**src/sv/lru_key_value_cache_top_macros.svh**
```systemverilog
// Assertion macros shared by the cache RTL.
`ifndef LRU_KEY_VALUE_CACHE_TOP_MACROS_SVH
`define LRU_KEY_VALUE_CACHE_TOP_MACROS_SVH

`ifndef SYNTHESIS
`define LKVC_ASSERT_IMPLIES(label, clk, rst, lhs, rhs) \
   label: assert property (@(posedge clk) disable iff (rst) (lhs) |-> (rhs)) \
      else $error("lkvc assertion failed");
`define LKVC_ASSERT_NEXT(label, clk, rst, lhs, rhs) \
   label: assert property (@(posedge clk) disable iff (rst) (lhs) |=> (rhs)) \
      else $error("lkvc assertion failed");
`else
`define LKVC_ASSERT_IMPLIES(label, clk, rst, lhs, rhs)
`define LKVC_ASSERT_NEXT(label, clk, rst, lhs, rhs)
`endif

`endif

```
**src/sv/lkvc_pkg.sv**
```systemverilog
// Shared constants and types for the LRU key-value cache.
`default_nettype none

package lkvc_pkg;

   localparam int MODE_W  = 2;
   localparam int KEY_W   = 64;
   localparam int VALUE_W = 64;
   localparam int COUNT_W = 32;
   localparam int ITEM_W  = 7;
   localparam int CAP_W   = 7;

   localparam logic [CAP_W-1:0] CAP_RESET = 7'd64;

   localparam logic [MODE_W-1:0] MODE_GET    = 2'd0;
   localparam logic [MODE_W-1:0] MODE_PUT    = 2'd1;
   localparam logic [MODE_W-1:0] MODE_DELETE = 2'd2;

   typedef enum logic [1:0] {
      OP_HOLD   = 2'd0,
      OP_TOUCH  = 2'd1,
      OP_INSERT = 2'd2,
      OP_REMOVE = 2'd3
   } cell_op_type;

   typedef struct packed {
      logic        probe;
      cell_op_type op;
   } cell_cmd_type;

endpackage

`default_nettype wire

```
**src/sv/lkvc_cell.sv**
```systemverilog
// One recency-ordered entry cell of the cache chain.
`default_nettype none

module lkvc_cell #(
   parameter int KEY_BITS   = 64,
   parameter int VALUE_BITS = 64,
   parameter int CNT_W      = 7,
   parameter int IDX        = 0
) (
   input  wire                       clock,
   input  wire                       reset,
   input  wire lkvc_pkg::cell_cmd_type cmd,
   input  wire  [KEY_BITS-1:0]       probe_key,
   input  wire  [CNT_W-1:0]          limit,
   input  wire                       above_in,
   input  wire                       prev_valid,
   input  wire  [KEY_BITS-1:0]       prev_key,
   input  wire  [VALUE_BITS-1:0]     prev_value,
   input  wire                       next_valid,
   input  wire  [KEY_BITS-1:0]       next_key,
   input  wire  [VALUE_BITS-1:0]     next_value,
   output logic                      valid,
   output logic [KEY_BITS-1:0]       key,
   output logic [VALUE_BITS-1:0]     value,
   output logic                      match,
   output logic                      above_out,
   output logic [VALUE_BITS-1:0]     sel_value
);

   logic                  valid_ff, valid_in;
   logic                  match_ff, match_in;
   logic [KEY_BITS-1:0]   key_ff, key_in;
   logic [VALUE_BITS-1:0] value_ff, value_in;
   logic                  shift;

   always_comb begin
      valid_in = valid_ff;
      key_in   = key_ff;
      value_in = value_ff;
      shift    = above_in | match_ff;
      unique case (cmd.op)
         lkvc_pkg::OP_HOLD: begin
         end
         lkvc_pkg::OP_TOUCH: begin
            if (!above_in) begin
               valid_in = prev_valid;
               key_in   = prev_key;
               value_in = prev_value;
            end
         end
         lkvc_pkg::OP_INSERT: begin
            valid_in = (CNT_W'(IDX) < limit);
            key_in   = prev_key;
            value_in = prev_value;
         end
         lkvc_pkg::OP_REMOVE: begin
            if (shift) begin
               valid_in = next_valid;
               key_in   = next_key;
               value_in = next_value;
            end
         end
      endcase
      match_in = cmd.probe ? (valid_ff && (key_ff == probe_key)) : match_ff;
   end

   always_ff @(posedge clock) begin
      if (reset) begin
         valid_ff <= 1'b0;
         match_ff <= 1'b0;
      end else begin
         valid_ff <= valid_in;
         match_ff <= match_in;
      end
      key_ff   <= key_in;
      value_ff <= value_in;
   end

   assign valid     = valid_ff;
   assign key       = key_ff;
   assign value     = value_ff;
   assign match     = match_ff;
   assign above_out = shift;
   assign sel_value = match_ff ? value_ff : '0;

endmodule

`default_nettype wire

```
**config.mk**
```make
export PLATFORM = sky130hd
export DESIGN_NAME = lkvc_cell
export DESIGN_NICKNAME = d
export VERILOG_FILES = /design/src/sv/lru_key_value_cache_top_macros.svh /design/src/sv/lkvc_pkg.sv /design/src/sv/lkvc_cell.sv
export SDC_FILE = /design/constraint.sdc
export NUM_CORES = 1
export LEC_CHECK = 0
export BUFFER_PORTS_ARGS = -buffer_cell sky130_fd_sc_hd__buf_2
export CORE_AREA = 2 2 206 208
export DETAILED_ROUTE_END_ITERATION = 8
export DIE_AREA = 0 0 208 210
export MAX_ROUTING_LAYER = met4
export SYNTH_ARGS = -nofsm -noshare
export SYNTH_HDL_FRONTEND = slang
export SYNTH_SLANG_ARGS = --single-unit
```
**constraint.sdc**
```tcl
create_clock -name clock -period 5.25 [get_ports clock]
set_input_delay 1.05 -clock clock [delete_from_list [all_inputs] [get_ports clock]]
set_output_delay 1.05 -clock clock [all_outputs]
set_load 0.1 [all_outputs]
```
# After elaboration in Yosys (flattened, before gate mapping)
# Cells that the tools add are included.
[op_classes] n_addsub=0 n_reduce_logical=3 n_mul=0 n_eq_ne=6 div_mod_pow=0 n_lt_le_gt_ge=1 n_mux=10 n_bitwise=1 shifts=0
[op_table] op="one-hot mux 64 bit (3 select lines)" n=2
[op_table] op="two-way mux 64 bit" n=5
[op_table] op="== test 64 bit" n=1
[op_table] op="less-than comparator 1 x 7 -> 1 bit (first input constant)" n=1
[op_table] op="== test 2 bit (second input constant)" n=2
[op_table] op="inequality test 2 bit (second input constant)" n=2
[op_table] op="one-hot mux 1 bit (3 select lines)" n=1
[op_table] op="AND reduction 3 bit" n=1
[op_table] op="nonzero test 3 bit" n=1
[op_table] op="== test 2 x 1 -> 1 bit (second input constant)" n=1
[op_table] op="two-way mux 1 bit" n=2
[op_table] op="logical AND 1 bit" n=1
[op_table] op="bitwise OR 1 bit" n=1
[totals] mem_bits_rw=0 elab_cells=25 ff_bits=130 out_inout_bits=195 memories=0 input_bits=335 romBits=0 latchBits=0

# Depth between registers and ports, before layout
# Gate-level depths: netlist of the first run.
[depth] ltp_word=3 ltp_mapped=5 mapped_depth_nobuf=5

# Worst setup path before layout of the first run
# Ideal clock, no wire load.
[synth_path] kind="reg2reg" start="register match_ff, in the netlist match" end="register key_ff[0], in the netlist key[0], enable pin" t_arrival_ns=4.565 n_path_buf=0 synth_period_minus_slack_ns=5.065 path_stages_with_launch=3 path_slack_ns=0.185 required_time_ns=4.750 setup_ns=0.500 cell_sequence="dfxtp_1 or2_2 o22a_1"
[synth_via] elab_chain_len=3
[synth_lines] element="start: declaration" line_no="lkvc_cell.sv:31" rtl="logic match_ff, match_in;"
[synth_lines] element="start signal: assignment" line_no="lkvc_cell.sv:73" rtl="match_ff <= match_in;"
[synth_lines] element="bitwise OR 1 bit" line_no="lkvc_cell.sv:40" rtl="shift = above_in | match_ff;"
[synth_lines] element="named net above_out" line_no="lkvc_cell.sv:26" rtl="output logic above_out,"
[synth_lines] element="inequality test 2 bit (no line)"
[synth_lines] element="AND reduction 3 bit (no line)"
[synth_lines] element="end signal: assignment" line_no="lkvc_cell.sv:75" rtl="key_ff <= key_in;"
[synth_lines] element="end: declaration" line_no="lkvc_cell.sv:32" rtl="logic [KEY_BITS-1:0] key_ff, key_in;"
# The timed path passes the listed nets, and every way through them passes these cells.
# A chain may end at the register's enable or synchronous reset.

# Worst setup path in the final report of the first run
[layout_path] start="register match_ff, in the netlist match" end="output sel_value[15]"
[layout_via] elab_chain_len=1
[layout_lines] element="two-way mux 64 bit" line_no="lkvc_cell.sv:84" rtl="assign sel_value = match_ff ? value_ff : '0;"
[layout_lines] element="end: declaration" line_no="lkvc_cell.sv:27" rtl="output logic [VALUE_BITS-1:0] sel_value"
# No other way between the ends.

==> results of run 1 <==
-- metal layers --
metal  GRT usage, %  vias up  share of wire (%)  wire, um
met5              -        -                  0         0
met4           4.33        0                2.8       699
met3           3.07       24                7.5      1900
met2           19.5      337                 49     12500
met1           13.0     2700                 40     10200
li1               -     2792                  -         -
-- final timing paths --
path                                         start            endpoint  slack (ns)  cells after the start
worst max-delay path            match$_SDFFE_PP0P_       sel_value[15]        2.05                      2
worst min-delay path            valid$_SDFFE_PP0P_  valid$_SDFFE_PP0P_        0.52                      2
worst max register to register  match$_SDFFE_PP0P_    key[8]$_DFFE_PP_        2.67                      3
worst min register to register  valid$_SDFFE_PP0P_  valid$_SDFFE_PP0P_        0.52                      2
-- flip-flops by register name, indices dropped and copies added (netlist names) --
name	count
valid	1
value	64
match	1
key	64
-- kinds of logic after synthesis --
logic type / count (synthesis) / share of synthesized area [%]
xor+xnor: 44 / 5.72
buf+inv: 37 / 2.32
simple gates: 108 / 10.5
flops: 130 / 57.7
compound gates: 20 / 2.43
mux: 128 / 21.4
-- cell usage in the layout (no fill, tap or decap), types with 2 or more instances in the layout --
cell,Yosys,layout
nand3_1,2,2
a22o_1,2,2
buf_2,14,529
xnor2_1,42,42
bufinv_16,0,3
nand4_1,10,10
inv_1,16,16
o2111ai_1,2,2
clkbuf_16,0,17
and2b_1,3,3
or4_1,2,2
o2bb2ai_1,3,3
diode_2,0,2
o22ai_1,4,4
nand2b_1,5,5
mux2_2,128,128
xor2_1,2,2
nor2_1,3,3
a2111o_1,3,3
and2_1,64,64
nand2_1,3,2
clkbuf_1,7,6
o221ai_1,2,2
buf_12,0,2
nor2b_1,4,4
nor2b_4,2,2
edfxtp_1,128,128
clkinv_2,0,2
nor4_1,5,5
clkbuf_8,0,3
-- stage by stage --
| stage | hold WS [ns] | area [um2] | power [uW] | util (%) | setup WS (ns) |
|---|---|---|---|---|---|
| floorplan | 0.947 | 6740 | 2520 | - | 0.185 |
| global placement | 0.515 | 10000 | 2860 | 24.2 | 1.69 |
| detailed placement | 0.517 | 10000 | 2860 | 24.2 | 1.88 |
| CTS | 0.525 | 10600 | 4130 | 25.6 | 1.86 |
| global route | 0.558 | 10600 | 4220 | 25.6 | 1.84 |
| finish | 0.521 | 10600 | 4060 | 25.6 | 2.05 |
-- critical path, cell delays in order, from the launching register on --
cell     delay, ns
dfxtp_2       0.96
and2_1        0.25
buf_2         0.43
-- cell type report --
class	instances	area [um2]	share of cell area, %
sequential	130	3880	36.6
multi-input combinational	300	2710	25.5
timing repair buffer	532	2700	25.4
tap	539	674	6.34
clock buffer	26	489	4.60
clock inverter	6	108	1.01
inverter	16	60.1	0.565
antenna	2	5.00	0.0471
-- report_power, final --
| part | internal, uW | switching (uW) | leakage [uW] | total, uW |
|---|---|---|---|---|
| Clock | 784 | 439 | 0.000289 | 1220 |
| Sequential | 1300 | 94.3 | 0.00128 | 1390 |
| Combinational | 299 | 1140 | 0.00324 | 1440 |
==> results.md, run 1 <==
* Die Width at around 210 um
* CP Capture Type: output port
* Setup Crit Path Kind: reg -> out
* Post-synth top area share at 57.1%
* Initial Util at around 16%
* Final Hold Vio Count at 0
* Mapped Area at around 6700 um2
* Number of gates resized after cts at 0
* Max Slew Vio Count at 0
* Synth area leaders: edfxtp_1, mux2_2, and2_1
* Row count at 75
* Post-synth EDFFs at 128
* Asr flop ratio synth at 0%
* First-pass GRT wire length at about 36 mm
* Hold_buf cts at 0
* DR pass1 iterations at 4
* DRC Markers at 0
* GPL Wtd Cong at between 0.9 and 1
* Routed Antenna Nets at 0
* Endpoints failing setup at 0
* Grt total ovfl at 0
* Min Tclk post-route at 3.20 ns
* Period utilization at 61.0%
* Fin cells at 1551
* Placed cell count at roughly 1500
* Largest area contributor in the netlist: edfxtp_1
* Mapped Cells at approximately 470
* Vias per cell at between 3 and 4
* Clock Sinks at 130
* Area grow syn2layout at 57.8%
* PD cells at roughly 380 nW/um2
* Max_slew headroom at between 20% and 30%
* Total wire length at approximately 25 mm
* Syn. warnings at 0
* Max-cap check violation count at 0
* Top Ports at 530
* Max IR drop VDD at roughly 0.16 mV
* GR Util All Layers at between 10 and 15%
* Register area share after synthesis at a little under 60%
* Die ar. at about 44000 um2
* Clock Latency Late Sink at 0.42 ns
* CTS Buf Count at 17
* TritonCTS clock tree: yes
* Vias in the first global route at slightly above 6000
* Status: completed
* Syn avg cell area at 14.4 um2
* RSZ-0062 raised after global routing: false
* Post-CTS Setup Bufs at 0
* Fmax achieved at 312 MHz
* Tightest Pin Transition at around 1.2 ns
* Req. time, crit path at around 4.2 ns
* Htree depth at 4
* DR iter-0 viols at approximately 170
* Root Buffer: clkbuf_16
* Fillcell total at 4395
* Setup TNS at 0 ns
* Worst-case clock buffer depth at 2
* Chip height at ~210 um
* FF+latch count, synth at 130
* Crit-path max FO at 67
* Final net count at 1332
* Synth Flop Type: edfxtp_1
* P_leak at around 0.0048 uW
* WL/cell at 16.3 um
* Post-synth top cells: edfxtp_1, mux2_2, and2_1, xnor2_1, inv_1
* Crit start category: register
* Core Region at roughly 41000 um2
* Largest net degree at the start of global routing at ~130
* Clk_skew at about 0.0073 ns
* I/O Buffers at between 500 and 600
* Syn_nets at 802
* Share of cells above drive strength 1 at roughly 69%
* Initial antenna violation count at 3
* Reg clk slew, reported paths at about 0.060 ns
* DR vias at slightly below 6000
* Post-DP HPWL at between 20 and 25 mm
* Synth unique cells at 34
* Hold Path Class: reg -> reg
* Crit path DAT at 2.15 ns
Note: power is estimated with default switching activity, not from simulation.
==> run 2, diff against run 1 <==
==> constraint.sdc (replaced) <==
create_clock -name clock -period 3 [get_ports clock]
set_input_delay 0.6 -clock clock [delete_from_list [all_inputs] [get_ports clock]]
set_output_delay 0.6 -clock clock [all_outputs]
set_load 0.1 [all_outputs]
==> run 2 against run 1 <==
Net effect: worst hold slack worse by 0.17 ns; largest power group unchanged; worst setup slack worse by 1.5 ns; power up 70%; critical path type unchanged; clock power up 61%; global-route usage down 0.076 points.
==> results.md, run 2 (synthesis gave the netlist of run 1 again) <==
* Die Width at ~210 um
* Initial Util at 16.2%
* Final Hold Vio Count at 0
* GPL Wtd Cong at between 0.8 and 0.9
* Chip height at between 200 and 250 um
* Fillcell total at 4416
* I/O Buffers at 529
* Largest net degree at the start of global routing at 68
* Fmax achieved at between 400 and 500 MHz
* Max_slew headroom at 63.3%
* Vias per cell at 3.77
* Status: completed
* Worst hold slack at approximately 0.35 ns
* Top Ports at 530
* R2r setup slk at ~0.9 ns
* Root Buffer: clkbuf_16
* Most common cell after layout, fill and taps aside: buf_2
* DR vias at just under 6000
* Reg clk slew, reported paths at ~0.07 ns
* Setup TNS at 0 ns
* Crit-path cells: buf_4 > or2_2 > buf_2
* Die ar. at approximately 44000 um2
* Htree depth at 4
* Pre-CTS setup slack at around 0.6 ns
* RSZ-0062 raised after global routing: false
* Core Region at about 41000 um2
* Setup Crit Path Kind: reg -> out
* Clk_skew at about 0.017 ns
* DP Area at 10100 um2
* Worst-case clock buffer depth at 2
* Crit path DAT at 1.89 ns
* Row count at 75
* Fin cells at roughly 1600
* Tightest Pin Transition at approximately 0.55 ns
* Post-DP HPWL at 20.4 mm
* Crit-path max cell delay at between 0.4 and 0.5 ns
* Req. time, crit path at between 2 and 2.5 ns
* Max Slew Vio Count at 0
* Post-route cell area at ~11000 um2
* First-pass GRT wire length at ~35 mm
* Period utilization at between 80 and 90%
* Hold_buf cts at 0
* Max-cap check violation count at 0
* Final net count at about 1300
* Most frequent cells in the layout: buf_2, mux2_2, edfxtp_1
* DR iter-0 viols at 203
* Initial antenna violation count at 3
* Share of cells above drive strength 1 at between 60% and 70%
* Area grow syn2layout at 57.7%
* Crit start category: register
* Hold Path Class: in -> reg
* Clock Latency Late Sink at between 0.4 and 0.5 ns
* DR pass1 iterations at 4
* Max IR drop VDD at 0.246 mV
* WL/cell at approximately 16 um
* Number of gates resized after cts at 0
* DRC Markers at 0
* P_leak at between 0.004 and 0.005 uW
* Vias in the first global route at 5984
* Min Tclk post-route at about 2.5 ns
* Post-CTS Setup Bufs at 0
* Total wire length at roughly 25 mm
* Placed cell count at 1520
* PD cells at around 650 nW/um2
* GR Util All Layers at a little under an eighth
* Endpoints failing setup at 0
* Crit-path slowest cell: buf_4
* Crit-path max FO at 67
* Routed Antenna Nets at 0
* PnR worst setup slack at between 0.5 and 0.6 ns
* TritonCTS clock tree: yes
* Clock Sinks at 130
* CP Capture Type: output port
* Grt total ovfl at 0
* CTS Buf Count at 17
-- run 2: cell types whose count changed in the layout (fill, tap and decap cells not counted), sizes merged --
cell	delta
buf	+3
bufinv	-2
clkbuf	-4
clkinv	+5
clkinvlp	+1
diode	+1
-- run 2: final cells by class --
type / count / area, um2 / area share, %
Clock buffer: 22 / 454 / 4.28
Sequential cell: 130 / 3880 / 36.6
Antenna cell: 3 / 7.51 / 0.0707
Timing Repair Buffer: 535 / 2740 / 25.8
Clock inverter: 10 / 87.6 / 0.824
Multi-Input combinational cell: 300 / 2710 / 25.5
Inverter: 16 / 60.1 / 0.565
Tap cell: 539 / 674 / 6.35
-- run 2: through the flow --
stage	util (%)	total power, uW
3_5_place_dp	24.3	5000
5_1_grt	25.6	7190
3_3_place_gp	24.3	5000
6_report	25.6	6920
2_1_floorplan	-	4390
4_1_cts	25.6	7030
-- run 2: power by group --
part           total [uW]  switching (uW)  leakage [uW]  internal (uW)
registers            2440             165       0.00128           2270
clock network        1960             810      0.000264           1150
logic                2510            1980       0.00327            529
-- run 2: path summary, 6_finish.rpt --
path / start / end / cells past startpoint
setup / recovery: match$_SDFFE_PP0P_ / above_out / 3
hold / removal: reset / valid$_SDFFE_PP0P_ / 2
hold reg to reg: valid$_SDFFE_PP0P_ / valid$_SDFFE_PP0P_ / 2
setup reg to reg: match$_SDFFE_PP0P_ / key[45]$_DFFE_PP_ / 4
-- run 2: critical path, delay by kind of cell (launching register included) --
kind / cells / cell delay, ns
buf+inv: 2 / 0.88
flops: 1 / 0.32
simple gates: 1 / 0.23
-- run 2: layer usage --
layer / GRT usage, % / vias up / share of wire (%)
met5: - / - / 0
met4: 4.40 / 0 / 2.1
met3: 3.55 / 20 / 8.5
met2: 19.8 / 334 / 51
met1: 12.3 / 2699 / 38
li1: - / 2804 / -
